`src/hdl/pcsm_pkg.sv`:
```
// ----------------------------------------------------------------------------
// pcsm_pkg: shared types and codes of the pedal change state machine
// Foot, operation and outcome codes, register indexes, beat layouts.
// ----------------------------------------------------------------------------
package pcsm_pkg;

	// Default width of the elapsed and needed time registers
	localparam int TIME_BITS_DEFAULT = 16;

	// Stream and configuration port widths
	localparam int S_TDATA_W  = 56;
	localparam int S_TUSER_W  = 1;
	localparam int M_TDATA_W  = 24;
	localparam int CFG_ADDR_W = 1;
	localparam int CFG_DATA_W = 16;

	// Configuration register indexes
	localparam logic [CFG_ADDR_W-1:0] REG_STEP_TIME        = 1'd0;
	localparam logic [CFG_ADDR_W-1:0] REG_RESISTANCE_ACCEL = 1'd1;

	// Register reset values
	localparam logic [9:0]         STEP_TIME_RESET        = 10'd100;
	localparam logic signed [15:0] RESISTANCE_ACCEL_RESET = 16'sd200;

	// Foot positions
	localparam logic [1:0] FOOT_ACCEL = 2'd0;
	localparam logic [1:0] FOOT_BRAKE = 2'd1;
	localparam logic [1:0] FOOT_FREE  = 2'd2;

	// Operations
	localparam logic OP_UPDATE  = 1'b0;
	localparam logic OP_EXECUTE = 1'b1;

	// Change outcomes
	localparam logic [1:0] RES_NO_CHANGE = 2'd0;
	localparam logic [1:0] RES_CHANGING  = 2'd1;
	localparam logic [1:0] RES_CHANGED   = 2'd2;
	localparam logic [1:0] RES_IMMEDIATE = 2'd3;

	// Configuration registers as seen by the state machine
	typedef struct packed {
		logic [9:0]         step_time;
		logic signed [15:0] resistance_accel;
	} cfg_t;

	// One input item
	typedef struct packed {
		logic               operation;
		logic signed [15:0] next_accel;
		logic [15:0]        accel_to_brake_time;
		logic [15:0]        brake_to_accel_time;
		logic               recognition_hit;
	} item_t;

	// One result item
	typedef struct packed {
		logic [1:0]  change_result;
		logic [1:0]  foot_now;
		logic [1:0]  foot_target;
		logic        is_changing;
		logic [15:0] needed_time;
	} result_t;

endpackage

```
`src/hdl/pcsm_fsm.sv`:
```
// ----------------------------------------------------------------------------
// pcsm_fsm: pedal state and next-state logic
// Holds foot, target, change flag, elapsed and needed time; works out the
// next state and the result of one item combinationally.
// ----------------------------------------------------------------------------
module pcsm_fsm #(
	parameter int TIME_BITS = pcsm_pkg::TIME_BITS_DEFAULT
) (
	input  logic              clk,
	input  logic              arst_n,
	input  pcsm_pkg::cfg_t    cfg,
	input  pcsm_pkg::item_t   item,
	input  logic              advance,
	output pcsm_pkg::result_t result
);

	localparam int CW = (TIME_BITS > 16) ? TIME_BITS : 16;
	localparam int SW = ((TIME_BITS > 10) ? TIME_BITS : 10) + 1;

	logic [1:0]           foot_q;
	logic [1:0]           target_q;
	logic                 changing_q;
	logic [TIME_BITS-1:0] elapsed_q;
	logic [TIME_BITS-1:0] need_q;

	logic [1:0]           foot_d;
	logic [1:0]           target_d;
	logic                 changing_d;
	logic [TIME_BITS-1:0] elapsed_d;
	logic [TIME_BITS-1:0] need_d;
	logic [1:0]           outcome;

	logic [SW-1:0]        sum_w;
	logic [TIME_BITS-1:0] elapsed_inc;
	logic signed [16:0]   thr;
	logic signed [16:0]   acc_w;
	logic                 acc_gt;
	logic                 acc_lt;
	logic [CW-1:0]        el_w;
	logic [CW-1:0]        a2b_w;
	logic [CW-1:0]        b2a_w;
	logic [CW-1:0]        min_a2b;
	logic [CW-1:0]        min_b2a;
	logic [CW-1:0]        half_a2b;
	logic [CW-1:0]        half_b2a;
	logic [CW-1:0]        need_w;

	// Saturating advance of the elapsed time while a change runs
	assign sum_w       = SW'(elapsed_q) + SW'(cfg.step_time);
	assign elapsed_inc = (|sum_w[SW-1:TIME_BITS]) ? '1 : sum_w[TIME_BITS-1:0];

	// Compare the wanted acceleration with the negated resistance
	assign thr    = -signed'({cfg.resistance_accel[15], cfg.resistance_accel});
	assign acc_w  = signed'({item.next_accel[15], item.next_accel});
	assign acc_gt = acc_w > thr;
	assign acc_lt = acc_w < thr;

	// Candidate needed times at a common width
	assign el_w     = CW'(changing_q ? elapsed_inc : elapsed_q);
	assign a2b_w    = CW'(item.accel_to_brake_time);
	assign b2a_w    = CW'(item.brake_to_accel_time);
	assign min_a2b  = (el_w < a2b_w) ? el_w : a2b_w;
	assign min_b2a  = (el_w < b2a_w) ? el_w : b2a_w;
	assign half_a2b = a2b_w >> 1;
	assign half_b2a = b2a_w >> 1;

	// Next state and outcome of one item
	always_comb begin
		foot_d     = foot_q;
		target_d   = target_q;
		changing_d = changing_q;
		elapsed_d  = elapsed_q;
		need_d     = need_q;
		outcome    = pcsm_pkg::RES_NO_CHANGE;
		if (item.operation == pcsm_pkg::OP_UPDATE) begin
			if (changing_q) begin
				elapsed_d = elapsed_inc;
			end
			unique case (foot_q)
				pcsm_pkg::FOOT_ACCEL: begin
					if (acc_gt) begin
						changing_d = 1'b0;
						elapsed_d  = '0;
						target_d   = pcsm_pkg::FOOT_ACCEL;
					end else begin
						changing_d = 1'b1;
						if (acc_lt) begin
							need_d   = a2b_w[TIME_BITS-1:0];
							target_d = pcsm_pkg::FOOT_BRAKE;
						end else begin
							need_d   = '0;
							target_d = pcsm_pkg::FOOT_FREE;
						end
					end
				end
				pcsm_pkg::FOOT_BRAKE: begin
					if (acc_lt) begin
						changing_d = 1'b0;
						elapsed_d  = '0;
						target_d   = pcsm_pkg::FOOT_BRAKE;
					end else begin
						changing_d = 1'b1;
						if (acc_gt) begin
							need_d   = b2a_w[TIME_BITS-1:0];
							target_d = pcsm_pkg::FOOT_ACCEL;
						end else begin
							need_d   = '0;
							target_d = pcsm_pkg::FOOT_FREE;
						end
					end
				end
				pcsm_pkg::FOOT_FREE: begin
					if (acc_gt) begin
						// Turn back from brake or start from rest toward accelerator
						if (target_q != pcsm_pkg::FOOT_ACCEL) begin
							if (target_q == pcsm_pkg::FOOT_BRAKE) begin
								need_d = min_b2a[TIME_BITS-1:0];
							end else if (target_q == pcsm_pkg::FOOT_FREE) begin
								need_d = half_b2a[TIME_BITS-1:0];
							end
							changing_d = 1'b1;
							elapsed_d  = '0;
							target_d   = pcsm_pkg::FOOT_ACCEL;
						end
					end else if (acc_lt) begin
						if (target_q != pcsm_pkg::FOOT_BRAKE) begin
							if (target_q == pcsm_pkg::FOOT_ACCEL) begin
								need_d = min_a2b[TIME_BITS-1:0];
							end else if (target_q == pcsm_pkg::FOOT_FREE) begin
								need_d = half_a2b[TIME_BITS-1:0];
							end
							changing_d = 1'b1;
							elapsed_d  = '0;
							target_d   = pcsm_pkg::FOOT_BRAKE;
						end
					end else begin
						changing_d = 1'b0;
						elapsed_d  = '0;
						target_d   = pcsm_pkg::FOOT_FREE;
					end
				end
				default: begin
					// Unused foot code: only the elapsed advance applies
				end
			endcase
		end else begin
			if (changing_q) begin
				if (elapsed_q >= need_q) begin
					changing_d = 1'b0;
					elapsed_d  = '0;
					foot_d     = target_q;
					outcome    = pcsm_pkg::RES_CHANGED;
				end else begin
					foot_d  = pcsm_pkg::FOOT_FREE;
					outcome = pcsm_pkg::RES_CHANGING;
				end
			end else if (item.recognition_hit) begin
				elapsed_d = '0;
				foot_d    = target_q;
				outcome   = pcsm_pkg::RES_IMMEDIATE;
			end
		end
	end

	// Result fields follow the state after the item
	assign need_w               = CW'(need_d);
	assign result.change_result = outcome;
	assign result.foot_now      = foot_d;
	assign result.foot_target   = target_d;
	assign result.is_changing   = changing_d;
	assign result.needed_time   = need_w[15:0];

	// Commit the state when the item moves on
	always_ff @(posedge clk or negedge arst_n) begin
		if (!arst_n) begin
			foot_q     <= pcsm_pkg::FOOT_FREE;
			target_q   <= pcsm_pkg::FOOT_FREE;
			changing_q <= 1'b0;
			elapsed_q  <= '0;
			need_q     <= '0;
		end else if (advance) begin
			foot_q     <= foot_d;
			target_q   <= target_d;
			changing_q <= changing_d;
			elapsed_q  <= elapsed_d;
			need_q     <= need_d;
		end
	end

	// Elapsed time only runs during a change
	a_idle_elapsed_zero: assert property (
		@(posedge clk) disable iff (!arst_n)
		!changing_q |-> elapsed_q == '0
	) else $error("elapsed time nonzero with no change in progress");

	// Elapsed time grows, saturates or clears, never steps back otherwise
	a_elapsed_monotonic: assert property (
		@(posedge clk) disable iff (!arst_n)
		1'b1 |=> (elapsed_q >= $past(elapsed_q)) || (elapsed_q == '0)
	) else $error("elapsed time went backward");

	// An execute during a change either completes it or leaves the foot free
	a_execute_changing: assert property (
		@(posedge clk) disable iff (!arst_n)
		advance && item.operation == pcsm_pkg::OP_EXECUTE && changing_q
			|=> !changing_q || foot_q == pcsm_pkg::FOOT_FREE
	) else $error("execute during change left foot on a pedal");

endmodule

```
`src/hdl/pedal_change_state_machine_top.sv`:
```
// ----------------------------------------------------------------------------
// pedal_change_state_machine_top: driver pedal change state machine
// Stream wrapper with input register, configuration registers and result
// register around the pedal state logic.
// ----------------------------------------------------------------------------
// Takes one beat per clock cycle while the result stream is not stalled and
// returns one result beat per input beat, in order; each beat passes through
// the input register, then the result register. The rate is set by the
// combinational next-state step of the pedal state, which each beat reads and
// updates. A held result does not stop the next input beat from being taken
// into an empty input register. Write step_time and resistance_accel only
// while no beat is in flight; there is no clearing pass after reset.
module pedal_change_state_machine_top #(
	parameter int TIME_BITS = pcsm_pkg::TIME_BITS_DEFAULT
) (
	input  logic                             clk,
	input  logic                             arst_n,
	// Input stream
	input  logic                             s_tvalid,
	output logic                             s_tready,
	// next_accel[15:0], accel_to_brake_time[31:16], brake_to_accel_time[47:32],
	// recognition_hit[48], zero fill [55:49]
	input  logic [pcsm_pkg::S_TDATA_W-1:0]   s_tdata,
	// operation[0]
	input  logic [pcsm_pkg::S_TUSER_W-1:0]   s_tuser,
	// Result stream
	output logic                             m_tvalid,
	input  logic                             m_tready,
	// change_result[1:0], foot_now[3:2], foot_target[5:4], is_changing[6],
	// needed_time[22:7], zero fill [23]
	output logic [pcsm_pkg::M_TDATA_W-1:0]   m_tdata,
	// Configuration writes
	input  logic                             cfg_we,
	input  logic [pcsm_pkg::CFG_ADDR_W-1:0]  cfg_addr,
	input  logic [pcsm_pkg::CFG_DATA_W-1:0]  cfg_data
);

	pcsm_pkg::cfg_t    cfg_q;
	pcsm_pkg::item_t   item_in;
	pcsm_pkg::item_t   item_s1;
	logic              valid_s1;
	pcsm_pkg::result_t result_d;
	pcsm_pkg::result_t result_s2;
	logic              valid_s2;
	logic              advance;

	// Configuration registers
	always_ff @(posedge clk or negedge arst_n) begin
		if (!arst_n) begin
			cfg_q.step_time        <= pcsm_pkg::STEP_TIME_RESET;
			cfg_q.resistance_accel <= pcsm_pkg::RESISTANCE_ACCEL_RESET;
		end else if (cfg_we) begin
			unique case (cfg_addr)
				pcsm_pkg::REG_STEP_TIME:        cfg_q.step_time <= cfg_data[9:0];
				pcsm_pkg::REG_RESISTANCE_ACCEL: cfg_q.resistance_accel <= signed'(cfg_data);
				default: begin
				end
			endcase
		end
	end

	// Unpack the input beat
	assign item_in.operation           = s_tuser[0];
	assign item_in.next_accel          = signed'(s_tdata[15:0]);
	assign item_in.accel_to_brake_time = s_tdata[31:16];
	assign item_in.brake_to_accel_time = s_tdata[47:32];
	assign item_in.recognition_hit     = s_tdata[48];

	// Move the held item on when the result register is free or draining
	assign advance  = valid_s1 && (!valid_s2 || m_tready);
	assign s_tready = !valid_s1 || advance;

	// Input register
	always_ff @(posedge clk or negedge arst_n) begin
		if (!arst_n) begin
			valid_s1 <= 1'b0;
		end else if (s_tvalid && s_tready) begin
			valid_s1 <= 1'b1;
		end else if (advance) begin
			valid_s1 <= 1'b0;
		end
	end

	always_ff @(posedge clk) begin
		if (s_tvalid && s_tready) begin
			item_s1 <= item_in;
		end
	end

	pcsm_fsm #(
		.TIME_BITS (TIME_BITS)
	) u_fsm (
		.clk     (clk),
		.arst_n  (arst_n),
		.cfg     (cfg_q),
		.item    (item_s1),
		.advance (advance),
		.result  (result_d)
	);

	// Result register
	always_ff @(posedge clk or negedge arst_n) begin
		if (!arst_n) begin
			valid_s2 <= 1'b0;
		end else if (advance) begin
			valid_s2 <= 1'b1;
		end else if (m_tready) begin
			valid_s2 <= 1'b0;
		end
	end

	always_ff @(posedge clk) begin
		if (advance) begin
			result_s2 <= result_d;
		end
	end

	// Pack the result beat
	assign m_tvalid = valid_s2;
	assign m_tdata  = {1'b0, result_s2.needed_time, result_s2.is_changing,
		result_s2.foot_target, result_s2.foot_now, result_s2.change_result};

	// A held item that cannot move on stays put
	a_hold_s1: assert property (
		@(posedge clk) disable iff (!arst_n)
		valid_s1 && !advance |=> valid_s1 && $stable(item_s1)
	) else $error("input register lost a held beat");

	// Every item that moves on shows up as a result beat
	a_advance_result: assert property (
		@(posedge clk) disable iff (!arst_n)
		advance |=> valid_s2
	) else $error("advanced beat produced no result");

	// A result beat that is not taken holds steady
	a_hold_s2: assert property (
		@(posedge clk) disable iff (!arst_n)
		m_tvalid && !m_tready |=> m_tvalid && $stable(m_tdata)
	) else $error("result beat changed while stalled");

endmodule
```
`config.mk`:
```
export PLATFORM = sky130hd
export DESIGN_NAME = pedal_change_state_machine_top
export DESIGN_NICKNAME = d
export VERILOG_FILES = /design/src/hdl/pcsm_pkg.sv /design/src/hdl/pcsm_fsm.sv /design/src/hdl/pedal_change_state_machine_top.sv
export SDC_FILE = /design/constraint.sdc
export NUM_CORES = 1
export LEC_CHECK = 0
export BUFFER_PORTS_ARGS = -buffer_cell sky130_fd_sc_hd__buf_2
export CAP_MARGIN = 10
export CORE_MARGIN = 2
export CORE_UTILIZATION = 60
export DETAILED_ROUTE_END_ITERATION = 10
export GPL_ROUTABILITY_DRIVEN = 0
export PLACE_DENSITY = 0.8
export SYNTH_ARGS = -nofsm -noshare
export SYNTH_HDL_FRONTEND = slang
export SYNTH_SLANG_ARGS = --single-unit
```
`constraint.sdc`:
```
create_clock -name clk -period 5.09 [get_ports clk]
set_input_delay 0.2545 -clock clk [delete_from_list [all_inputs] [get_ports clk]]
set_output_delay 0.2545 -clock clk [all_outputs]
set_load 0.03 [all_outputs]
```
# [After elaboration in Yosys (flattened, before gate mapping)]
# Index checks and enable logic that the tools add are counted.
[word_totals] elab_cells=108 out_inout_bits=26 ff_bits=138
[classes] n_lt_le_gt_ge=5 reduce_logical=14 n_eq_ne=7 n_bitwise=1 add_sub_neg=2 muxes=60
[op_table] operator="2-to-1 mux 16 bit" n=27
[op_table] operator="one-hot mux 16 bit (3 select lines)" n=2
[op_table] operator="less-than comparator 16 bit" n=2
[op_table] operator="2-to-1 mux 2 bit" n=16
[op_table] operator="adder 16 x 10 -> 17 bit" n=1
[op_table] operator="> comparator 16 x 17 -> 1 bit" n=1
[op_table] operator="less-than comparator 16 x 17 -> 1 bit" n=1
[op_table] operator="negation 16 -> 17 bit" n=1
[op_table] operator=">= comparator 16 bit" n=1
[op_table] operator="2-to-1 mux 1 bit" n=13
[op_table] operator="one-hot mux 2 bit (3 select lines)" n=1
[op_table] operator="nonzero test 2 bit" n=3
[op_table] operator="== test 2 x 1 -> 1 bit, second input constant" n=2
[op_table] operator="== test 2 bit, second input constant" n=2
[op_table] operator="zero test 2 bit" n=2
[op_table] operator="AND reduction 2 bit" n=2
[op_table] operator="!= test 3 x 2 -> 1 bit, second input constant" n=1
[op_table] operator="!= test 3 bit, second input constant" n=1
[op_table] operator="one-hot mux 1 bit (3 select lines)" n=1
[op_table] operator="AND reduction 3 bit" n=1
[op_table] operator="logical AND 1 bit" n=2
[op_table] operator="zero test 1 bit" n=2
[op_table] operator="logical OR 1 bit" n=2
[op_table] operator="!= test 2 x 1 -> 1 bit, second input constant" n=1
[op_table] operator="inverter 1 bit" n=1

# [Longest topological paths before layout]
# Gate-level depths: netlist of the first run.
[logic_depth] depth_word=11 depth_mapped=19

# [Hierarchy]
# Synthesis of the first run repeated with hierarchy kept, for this count alone.
[hier_totals] hier_cells=1001 area_unflattened_um2=9685.5
[by_module_without_submodules] module="pcsm_fsm" seq_area_each_um2=928.4 area_each_um2=6369.9 cells_each=862 instances=1
[by_module_without_submodules] module="pedal_change_state_machine_top" seq_area_each_um2=2900.3 area_each_um2=3315.7 cells_each=139 instances=1

# [Least setup slack after synthesis of the first run]
# Ideal clock, no wire load.
[synth_timing] path_kind="reg2reg" start="register u_fsm.elapsed_q[0]" end="register result_s2 (netlist bit m_tdata[21]), data pin" arrival_time_ns=3.955 synth_period_minus_slack_ns=4.219 path_stages_with_launch=20 path_buffers=2 path_slack_ns=0.871 cell_sequence="dfrtp_1 -> ha_1 -> fa_1 -> a211oi_4 -> o21ai_4 -> a21oi_4 -> nor2_1 -> o32ai_1 -> inv_1 -> ha_1 -> nand3_1 -> o21ai_1 -> o22ai_1 -> nand2b_1 -> clkbuf_1 -> o21a_1 -> buf_2 -> o211ai_1 -> a41oi_1 -> o21ai_1"
[synth_rtl] item="start: declaration" line="pcsm_fsm.sv:23" source="logic [TIME_BITS-1:0] elapsed_q;"
[synth_rtl] item="start signal: assignment" line="pcsm_fsm.sv:185" source="elapsed_q <= elapsed_d;"
[synth_rtl] item="end signal: assignment" line="pedal_change_state_machine_top.sv:114" source="result_s2 <= result_d;"
[synth_rtl] item="end: declaration" line="pedal_change_state_machine_top.sv:43" source="pcsm_pkg::result_t result_s2;"

==> results of run 1 <==
## Yosys cell counts, types with 16 or more instances
cell,count,area share
a21oi_1,30,0.015
o211ai_1,30,0.023
ha_1,74,0.093
edfxtp_1,73,0.22
o21ai_1,19,0.0096
o22ai_1,23,0.015
a22oi_1,27,0.020
mux2_2,30,0.034
dfrtp_1,57,0.14
nor3_1,19,0.0096
nor2_1,68,0.026
clkbuf_1,29,0.011
o21ai_0,45,0.023
a31oi_1,26,0.016
a21o_1,16,0.012
mux2i_1,21,0.021
inv_1,89,0.034
nand3_1,23,0.012
nand2_1,83,0.031
## metrics by stage
stage                     cell area (sq um)  worst slack, ps  power [uW]  hold WS [ps]    util
after detailed placement              10650            391.7        4557         432.6  0.6656
final                                 11750            342.6        6052         2.614  0.7342
after CTS                             11610            354.7        5940        0.5207  0.7258
after floorplan                        9907            871.1        3739        -41.09       -
after global placement                10650            457.7        4476         430.9  0.6656
after global routing                  11750            8.513        6372        0.1132  0.7342
## power by group through the flow
stage	combinational (uW)	clock (uW)	sequential [uW]
floorplan	2010	0	1730
global placement	2750	0	1730
detailed placement	2820	0	1740
CTS	2870	1350	1720
global route	3210	1400	1760
finish	2970	1340	1740
## worst max-delay path: stages, from the launching register on
cell      delay (ps)
dfrtp_1          400
ha_1             250
fa_1             450
a211oi_4         340
o21ai_4          140
a22oi_2          150
nand2_1          150
o22ai_1          240
inv_1            110
ha_1             310
nand4_1          110
a211oi_1         200
o21ai_0          180
a31oi_4          420
o21a_1           420
o211ai_1         160
a41oi_1          320
o21ai_1          120
## flip-flops by register name, indices dropped and copies added, names as in the netlist
signal            flops
cfg_q                26
m_tdata              23
item_s1              50
u_fsm.elapsed_q      16
u_fsm.foot_q          2
u_fsm.target_q        2
m_tvalid              1
valid_s1              1
u_fsm.need_q         16
u_fsm.changing_q      1
## area by class of cell
| class | instances | area, sq um | area share |
|---|---|---|---|
| Tap cell | 216 | 270.3 | 0.02301 |
| Inverter | 91 | 341.6 | 0.02908 |
| Timing Repair Buffer | 171 | 1159 | 0.09863 |
| Clock buffer | 19 | 432.9 | 0.03685 |
| Clock inverter | 13 | 200.2 | 0.01704 |
| Sequential cell | 138 | 3829 | 0.3259 |
| Multi-Input combinational cell | 748 | 5515 | 0.4695 |
## layout by cell type (no fill, tap or decap), types with 6 or more instances in the layout
cell type      count
buf_2             96
inv_1             89
nand2_1           83
ha_1              74
edfxtp_1          73
nor2_1            68
dfrtp_1           57
o21ai_0           45
dlygate4sd3_1     41
buf_4             33
o211ai_1          30
mux2_2            30
a21oi_1           28
a22oi_1           27
a31oi_1           26
nand3_1           23
o22ai_1           23
mux2i_1           21
nor3_1            19
o21ai_1           19
clkbuf_16         17
a21o_1            16
nand2b_1          13
xnor2_1           13
o32ai_1           13
nand4_1           12
a211oi_1          11
o2111ai_1          9
o21a_1             8
xor2_1             8
dfstp_2            8
and3_1             7
a311oi_1           7
a211oi_2           6
a21oi_2            6
o221ai_1           6
o2bb2ai_1          6
## final timing paths
path	startpoint	to	slack [ps]	cells past startpoint
max	cfg_q[16]$_DFFE_PN0P_	m_tdata[21]$_DFFE_PP_	340	17
min	s_tdata[33]	item_s1[2]$_DFFE_PP_	3	1
max reg2reg	cfg_q[16]$_DFFE_PN0P_	m_tdata[21]$_DFFE_PP_	340	17
min reg2reg	valid_s1$_DFFE_PN0P_	m_tvalid$_DFFE_PN0P_	510	1
max in group asynchronous	arst_n	cfg_q[11]$_DFFE_PN0P_	4460	2
min in group asynchronous	arst_n	cfg_q[19]$_DFFE_PN0P_	30	2
## logic make-up after synthesis
kind of cell             count (synthesis)  synth area share
flip-flops                             138            0.3865
XOR/XNOR                                21           0.01857
multiplexers                            54           0.06138
adder cells (fa/ha/maj)                 75           0.09548
other                                    1         0.0003785
AND/OR/NAND/NOR                        252            0.1192
buffers and inverters                  144           0.05961
AO/OA/AOI/OAI                          345            0.2589
## layer usage
layer  GRT usage  up-vias  part of all wire
met4      0.1667        0             0.049
met2      0.5426      655              0.46
li1            -     4176                 -
met1      0.4548     4390              0.38
met3     0.09080      137              0.11
met5           0        -                 0
## timing repair
action / in CTS / in global routing
hold buffers: 33 / 8
buffers inserted: 0 / 4
endpoints found under the setup margin: 0 / 8
hold endpoints to repair: 33 / 8
gates resized for setup: 0 / 2
==> results.cfg, run 1 <==
[die]
initial_core_util = 0.6192
design.core.area_sq_mm = 0.01600
rows = 46
dieWidth_microns = 132.5
die_y_microns = 132.5
die-area_sq_mm = 0.01755
num_io_pins = 105

[hold_path]
hold_class = primary input to register

[power]
power.leakage_uw = 0.004882
switching_share = 0.4355
seq_power_share = 0.288
p_int_uw = 3416
combPwrFrac = 0.490
p_sw_uw = 2636
ir_drop_mv = 0.3852
clock_power_share = 0.222
p_per_area_mw_per_mm2 = 515.2

[synth]
ys_ff_latch = 138
synth_cell_types = 88
synth-edff-count = 73
synth_cells = 1030
netlist_area_sq_mm = 0.009907
yosysWarnings = 0
yosys_most_used_dff = edfxtp_1
syn-num-nets = 1184
synthArstFlopShare = 0.4710
syn_area_per_cell_sq_um = 9.618
yosysSeqAreaShare = 0.3865

[setup_path]
crit_type = register to register
cp_max_fo = 12
startpoint_type = register
arrival_ps = 4910
crit_path_end_kind = register
required_ps = 5250

[drt]
drt_pre_antenna_iters = 8
wl_per_cell_microns = 21.57
ant_nets = 0
wl_mm = 30.11
post-route-drc-count = 0
first_iter_violations = 1482
drt-vias-per-instance = 6.703
via_count = 9358

[clock_tree]
numCtsBuffers = 17
clkLatencyLatePin_ps = 430
cts.sinks = 138
cts_buffer_depth = 2
path_clk_slew_ps = 60
htreeDepth = 4
cts_root_buf = clkbuf_16
cts_tree = done

[run_status]
status = complete, no violations

[sta]
fmax_ghz = 0.2106
rsz0062_at_grt = no
post-route-period-util = 0.9327
finalSetupViolations = 0
slew_violations = 0
period_minus_slack_ps = 4747
slew_headroom = 0.2419
worst_pin_slew_ps = 1135
final_hold_viol_count = 0
clock_skew_ps = 7.868
fin_tns_setup_ps = 0

[placed_design]
dp_hpwl_mm = 20.97
portBuffers = 96
dp.cells = 1318

[grt]
grt_pass1_wl_mm = 47.71
antenna_found_initial = 0
gr-usage-all-layers = 0.3482
grt_pass1_vias = 8904
grt_max_degree = 66
grt_overflow_total = 0

[run]
max-cap-violations = 0

[final_layout]
area.growth.synth_to_final_pct = 18.58
drive_gt1_frac = 0.2068
diodes = 0
fill_cells = 1159
layout.nets = 1321
final_cells = 1396
(Power assumes the default switching activity.)
==> run 2: changes to the inputs <==
==> constraint.sdc (replaced) <==
create_clock -name clk -period 5.1 [get_ports clk]
set_input_delay 0.255 -clock clk [delete_from_list [all_inputs] [get_ports clk]]
set_output_delay 0.255 -clock clk [all_outputs]
set_load 0.03 [all_outputs]
==> run 2 against run 1 <==
- first-iteration DRC count increased by 1.3%
- die area unchanged
- wire length decreased by 2.2%
- maximum frequency decreased by 3.4%
- non-clock buffer count decreased by 8
==> results.cfg, run 2 (same netlist as run 1, synthesis figures left out) <==
[run_status]
status = complete, no violations

[final_layout]
regMostFlops = item_s1
area.growth.synth_to_final_pct = 17.24
final_cells = 1388
fill_cells = 1222
drive_gt1_frac = 0.2082
diodes = 0
layout.nets = 1313
largest_reg_flops = 50
finalInstanceArea_sq_mm = 0.01161
final_cell_mix = buf_2, inv_1, nand2_1
multi_input_area_sq_mm = 0.005519
seqCellArea_sq_mm = 0.003829
fin_util = 0.7259
final_common_cell = buf_2

[grt]
grt_pass1_wl_mm = 47.13
grt_pass1_vias = 9061
gr-usage-all-layers = 0.3407
grt_overflow_total = 0
grt_max_degree = 66
antenna_found_initial = 0

[drt]
wl_met2_mm = 13.40
routed.top_layer = met4
via_count = 9268
drt_pre_antenna_iters = 7
post-route-drc-count = 0
drt-vias-per-instance = 6.677
first_iter_violations = 1501
wl_mm = 29.45
met1_length_mm = 11.46
ant_nets = 0
wl_per_cell_microns = 21.21
wl_met3_mm = 3.317

[setup_path]
crit_type = register to register
crit_path_end_kind = register
startpoint_type = register
arrival_ps = 5100
cp_max_fo = 13
required_ps = 5280

[run]
max-cap-violations = 0

[clock_tree]
cts_root_buf = clkbuf_16
cts_tree = done
cts.sinks = 138
numCtsBuffers = 17
clkLatencyLatePin_ps = 440
htreeDepth = 4
cts_buffer_depth = 2
path_clk_slew_ps = 60

[sta]
slew_violations = 0
post-route-period-util = 0.9640
final_hold_viol_count = 0
fmax_ghz = 0.2034
finalSetupViolations = 0
worst_pin_slew_ps = 974.8
slew_headroom = 0.3490
clock_skew_ps = 10.86
setup_ws_ps = 183.4
period_minus_slack_ps = 4917
rsz0062_at_grt = yes

[placed_design]
portBuffers = 96
post_dp_cell_area_sq_mm = 0.01063
pre_cts_slack_ps = 244.1
dp_hpwl_mm = 20.99
dp.cells = 1318

[power]
ir_drop_mv = 0.2918
power.leakage_uw = 0.004802
p_per_area_mw_per_mm2 = 509.1
power.total_uw = 5913

[die]
design.core.area_sq_mm = 0.01600
dieWidth_microns = 132.5
die_y_microns = 132.5
initial_core_util = 0.6192
num_io_pins = 105
rows = 46
die-area_sq_mm = 0.01755

[hold_path]
hold_class = primary input to register
==> run 2: final cells by class <==
class	instances	area share
Timing Repair Buffer	163	0.09243
Clock buffer	20	0.03932
Sequential cell	138	0.3296
Inverter	91	0.02941
Clock inverter	12	0.01077
Multi-Input combinational cell	748	0.4752
Tap cell	216	0.02327
==> run 2: timing repair <==
action	4_1_cts	5_1_grt
gates resized for setup	0	6
endpoints found under the hold margin	35	1
endpoints found under the setup margin	0	19
hold buffers	35	1
setup buffers	0	1
==> run 2: final timing paths <==
path / startpoint / end / slack [ps] / cells after the start
hold / removal: s_tdata[35] / item_s1[4]$_DFFE_PP_ / 3 / 1
hold reg to reg: cfg_q[15]$_DFFE_PN0P_ / cfg_q[15]$_DFFE_PN0P_ / 510 / 1
setup / recovery: cfg_q[16]$_DFFE_PN0P_ / m_tdata[18]$_DFFE_PP_ / 180 / 18
min in group asynchronous: arst_n / cfg_q[19]$_DFFE_PN0P_ / 30 / 2
setup reg to reg: cfg_q[16]$_DFFE_PN0P_ / m_tdata[18]$_DFFE_PP_ / 180 / 18
max in group asynchronous: arst_n / u_fsm.need_q[14]$_DFFE_PN0P_ / 4490 / 2
==> run 2: critical path, stage by stage (launching register included) <==
cell	delay (ps)
dfrtp_1	380
ha_1	240
fa_1	450
a211oi_4	350
o21ai_4	140
a21oi_4	290
nor2_1	90
o32ai_1	370
inv_1	130
ha_1	310
nand4_1	160
nor3_1	220
o221ai_1	190
o211ai_4	390
buf_4	270
inv_1	50
a2111oi_0	330
nand4b_1	200
o21ai_1	80
==> run 2: stage by stage <==
step           hold slack (ps)  TNS [ps]
6_report                 2.727         0
5_1_grt                 0.1292    -64.32
4_1_cts                 0.7647         0
3_5_place_dp             433.1         0
3_3_place_gp             431.5         0
2_1_floorplan           -40.59         0
==> run 2: where the power goes <==
| part | switching (uW) | internal [uW] | total (uW) | leakage (uW) |
|---|---|---|---|---|
| Combinational | 1830 | 1100 | 2930 | 0.00303 |
| Sequential | 310 | 1440 | 1750 | 0.00150 |
| Clock | 491 | 740 | 1230 | 0.000271 |
==> run 2: per-layer routing <==
metal  vias to the layer above  GRT usage
met4                         0     0.1559
met3                       135    0.08774
met2                       649     0.5294
met1                      4324     0.4501
met5                         -          0
li1                       4160          -
==> run 3: changes to the inputs <==
--- a/config.mk
+++ b/config.mk
@@ -14,4 +14,5 @@
 export PLACE_DENSITY = 0.8
 export SYNTH_ARGS = -nofsm -noshare
 export SYNTH_HDL_FRONTEND = slang
+export SYNTH_HIERARCHICAL = 1
 export SYNTH_SLANG_ARGS = --single-unit
==> run 3 against run 2 <==
- clock skew about the same
- combinational power up 2%
- worst setup slack improved by 39 ps
- sequential cell count did not move
- clock power is 7% lower
- final cell count decreased by 1.9%
- maximum frequency grew 0.80%
- critical path depth fell by 2
- synthesized cell count down 2.8%
- utilization down 0.54 points
- critical path type unchanged
- critical endpoint is now m_tdata[20]$_DFFE_PP_
==> results.cfg, run 3 <==
[clock_tree]
cts_buffer_depth = 2
cts.sinks = 138
cts_root_buf = clkbuf_16
htreeDepth = 4
cts_tree = done
numCtsBuffers = 17
clkLatencyLatePin_ps = 430
path_clk_slew_ps = 60
postCtsSetupRepairBufs = 0

[setup_path]
rr_worst_depth = 16
startpoint_type = register
crit_path_start = u_fsm/elapsed_q[0]$_DFFE_PN0P_
reg2reg_from = u_fsm/elapsed_q[0]$_DFFE_PN0P_
r2r_slack_ps = 220
crit_path_end_kind = register
arrival_ps = 5040
crit_end = m_tdata[20]$_DFFE_PP_
reg2reg_to = m_tdata[20]$_DFFE_PP_
required_ps = 5270
crit_type = register to register
cp_max_fo = 10

[final_layout]
largest_reg_flops = 50
final_common_cell = buf_2
final_cell_mix = buf_2, nor2_1, nand2_1
drive_gt1_frac = 0.1998
multi_input_area_sq_mm = 0.005374
regMostFlops = item_s1
diodes = 0
fill_cells = 1152
seqCellArea_sq_mm = 0.003829
layout.nets = 1287
fin_util = 0.7206
area.growth.synth_to_final_pct = 17.75

[synth]
synth-simple-area-share = 0.1390
synth-edff-count = 73
synth_common_cells = nor2_1, nand2_1, ha_1
synthAdderAreaFrac = 0.09766
synth.area.top_cells = edfxtp_1, dfrtp_1, ha_1, nor2_1, nand2_1
synthArstFlopShare = 0.4710
synth_top_cell_area_share = 0.2263
synth_cell_types = 86
yosysTopAreaCell = edfxtp_1
synth_cells = 1001
yosys_most_used_dff = edfxtp_1
syn-num-nets = 1155
synth_xor_area_frac = 0.01899
ys_ff_latch = 138
synth_compound_area_frac = 0.2258
yosysMostFrequentCell = nor2_1
yosysWarnings = 6
yosysSeqAreaShare = 0.3953
synthMuxAreaShare = 0.06976
synth_top_family_by_area = compound AO/OA/AOI/OAI gates
syn_area_per_cell_sq_um = 9.676
netlist_area_sq_mm = 0.009686

[run]
max-cap-violations = 0

[sta]
fmax_ghz = 0.2050
clock_skew_ps = 10.59
post-route-period-util = 0.9564
rsz0062_at_grt = yes
period_minus_slack_ps = 4878
fin_hold_ws_ps = 6.572
worst_pin_slew_ps = 1175
finalSetupViolations = 0
final_hold_viol_count = 0
slew_headroom = 0.2135
slew_violations = 0

[die]
die_y_microns = 131.1
dieWidth_microns = 131.1
initial_core_util = 0.6119
die-area_sq_mm = 0.01718
num_io_pins = 105
design.core.area_sq_mm = 0.01583
rows = 46

[power]
ir_drop_mv = 0.3392
p_per_area_mw_per_mm2 = 515.2
power.total_uw = 5875
power.leakage_uw = 0.004970

[hold_path]
hold_class = primary input to register

[placed_design]
dp_hpwl_mm = 19.54
portBuffers = 96

[grt]
grt_max_degree = 66
gr-usage-all-layers = 0.3369
grt_pass1_vias = 8481
antenna_found_initial = 0
grt_overflow_total = 0
grt_pass1_wl_mm = 44.20

[drt]
post-route-drc-count = 0
drt-vias-per-instance = 6.544
ant_nets = 0
wl_mm = 28.21
wl_per_cell_microns = 20.71
drt_pre_antenna_iters = 8
via_count = 8913
first_iter_violations = 1126

[run_status]
status = complete, no violations
[run 3: repair_timing]
item                                   in CTS  in global routing
hold buffers                               41                  0
gates resized for setup                     0                  6
setup endpoints to repair                   0                 11
endpoints found under the hold margin      41                  0
[run 3: metal layers]
metal  vias up  routed length (microns)  track usage
li1       4034                        -            -
met1      4145                    11220       0.4360
met2       589                    12790       0.5352
met3       145                     2678      0.07711
met4         0                     1521       0.1665
met5         -                        0            0
[run 3: logic make-up after synthesis]
group | Yosys count
AO/OA/AOI/OAI | 305
XOR/XNOR | 21
adder cells (fa/ha/maj) | 75
buffers and inverters | 116
flip-flops | 138
multiplexers | 60
other | 1
AND/OR/NAND/NOR | 285
[run 3: power breakdown]
part | total [uW] | internal [uW] | switching (uW) | leakage, uW
clock | 1150 | 668 | 487 | 0.000274
sequential | 1740 | 1440 | 302 | 0.00147
combinational | 2980 | 1170 | 1810 | 0.00322
total | 5880 | 3280 | 2600 | 0.00497
[run 3: worst min path at each step]
stage	end	slack, ps	start	cells after the start
6_report	item_s1[3]$_DFFE_PP_	7	s_tdata[34]	1
5_1_grt	item_s1[19]$_DFFE_PP_	0.6	s_tdata[18]	1
4_1_cts	item_s1[3]$_DFFE_PP_	0.4	s_tdata[34]	1
3_5_place_dp	item_s1[45]$_DFFE_PP_	430	s_tdata[12]	1
3_3_place_gp	item_s1[16]$_DFFE_PP_	430	s_tdata[47]	1
2_1_floorplan	cfg_q[0]$_DFFE_PN0P_	-40	arst_n	0
[run 3: critical path, cell delays in order, from the launching register on]
cell      delay, ps
dfrtp_1         410
ha_1            230
fa_1            230
a211oi_2        100
o21a_1          210
o21ai_1         350
nand2_1         210
a31oi_1         700
ha_1            380
nand2_1          70
nand3_1         120
o221a_2         280
o31ai_2          60
nand2_1         320
or3_1           460
a41oi_1         340
a21oi_1         130
[run 3: through the flow]
stage / TNS (ps) / setup slack [ps] / area (sq um) / cells
2_1_floorplan: 0 / 902.4 / 9686 / 1001
3_3_place_gp: 0 / 320.9 / 10410 / 1289
3_5_place_dp: 0 / 251.6 / 10410 / 1289
4_1_cts: 0 / 231.3 / 11380 / 1362
5_1_grt: -37.16 / -29.36 / 11400 / 1362
6_report: 0 / 222.3 / 11400 / 1362
[run 3: cell type report]
| class | instances | area share |
|---|---|---|
| multi-input combinational | 747 | 0.4712 |
| clock buffer | 21 | 0.04136 |
| tap | 216 | 0.02370 |
| sequential | 138 | 0.3357 |
| clock inverter | 11 | 0.007351 |
| inverter | 58 | 0.01909 |
| timing repair buffer | 171 | 0.1016 |
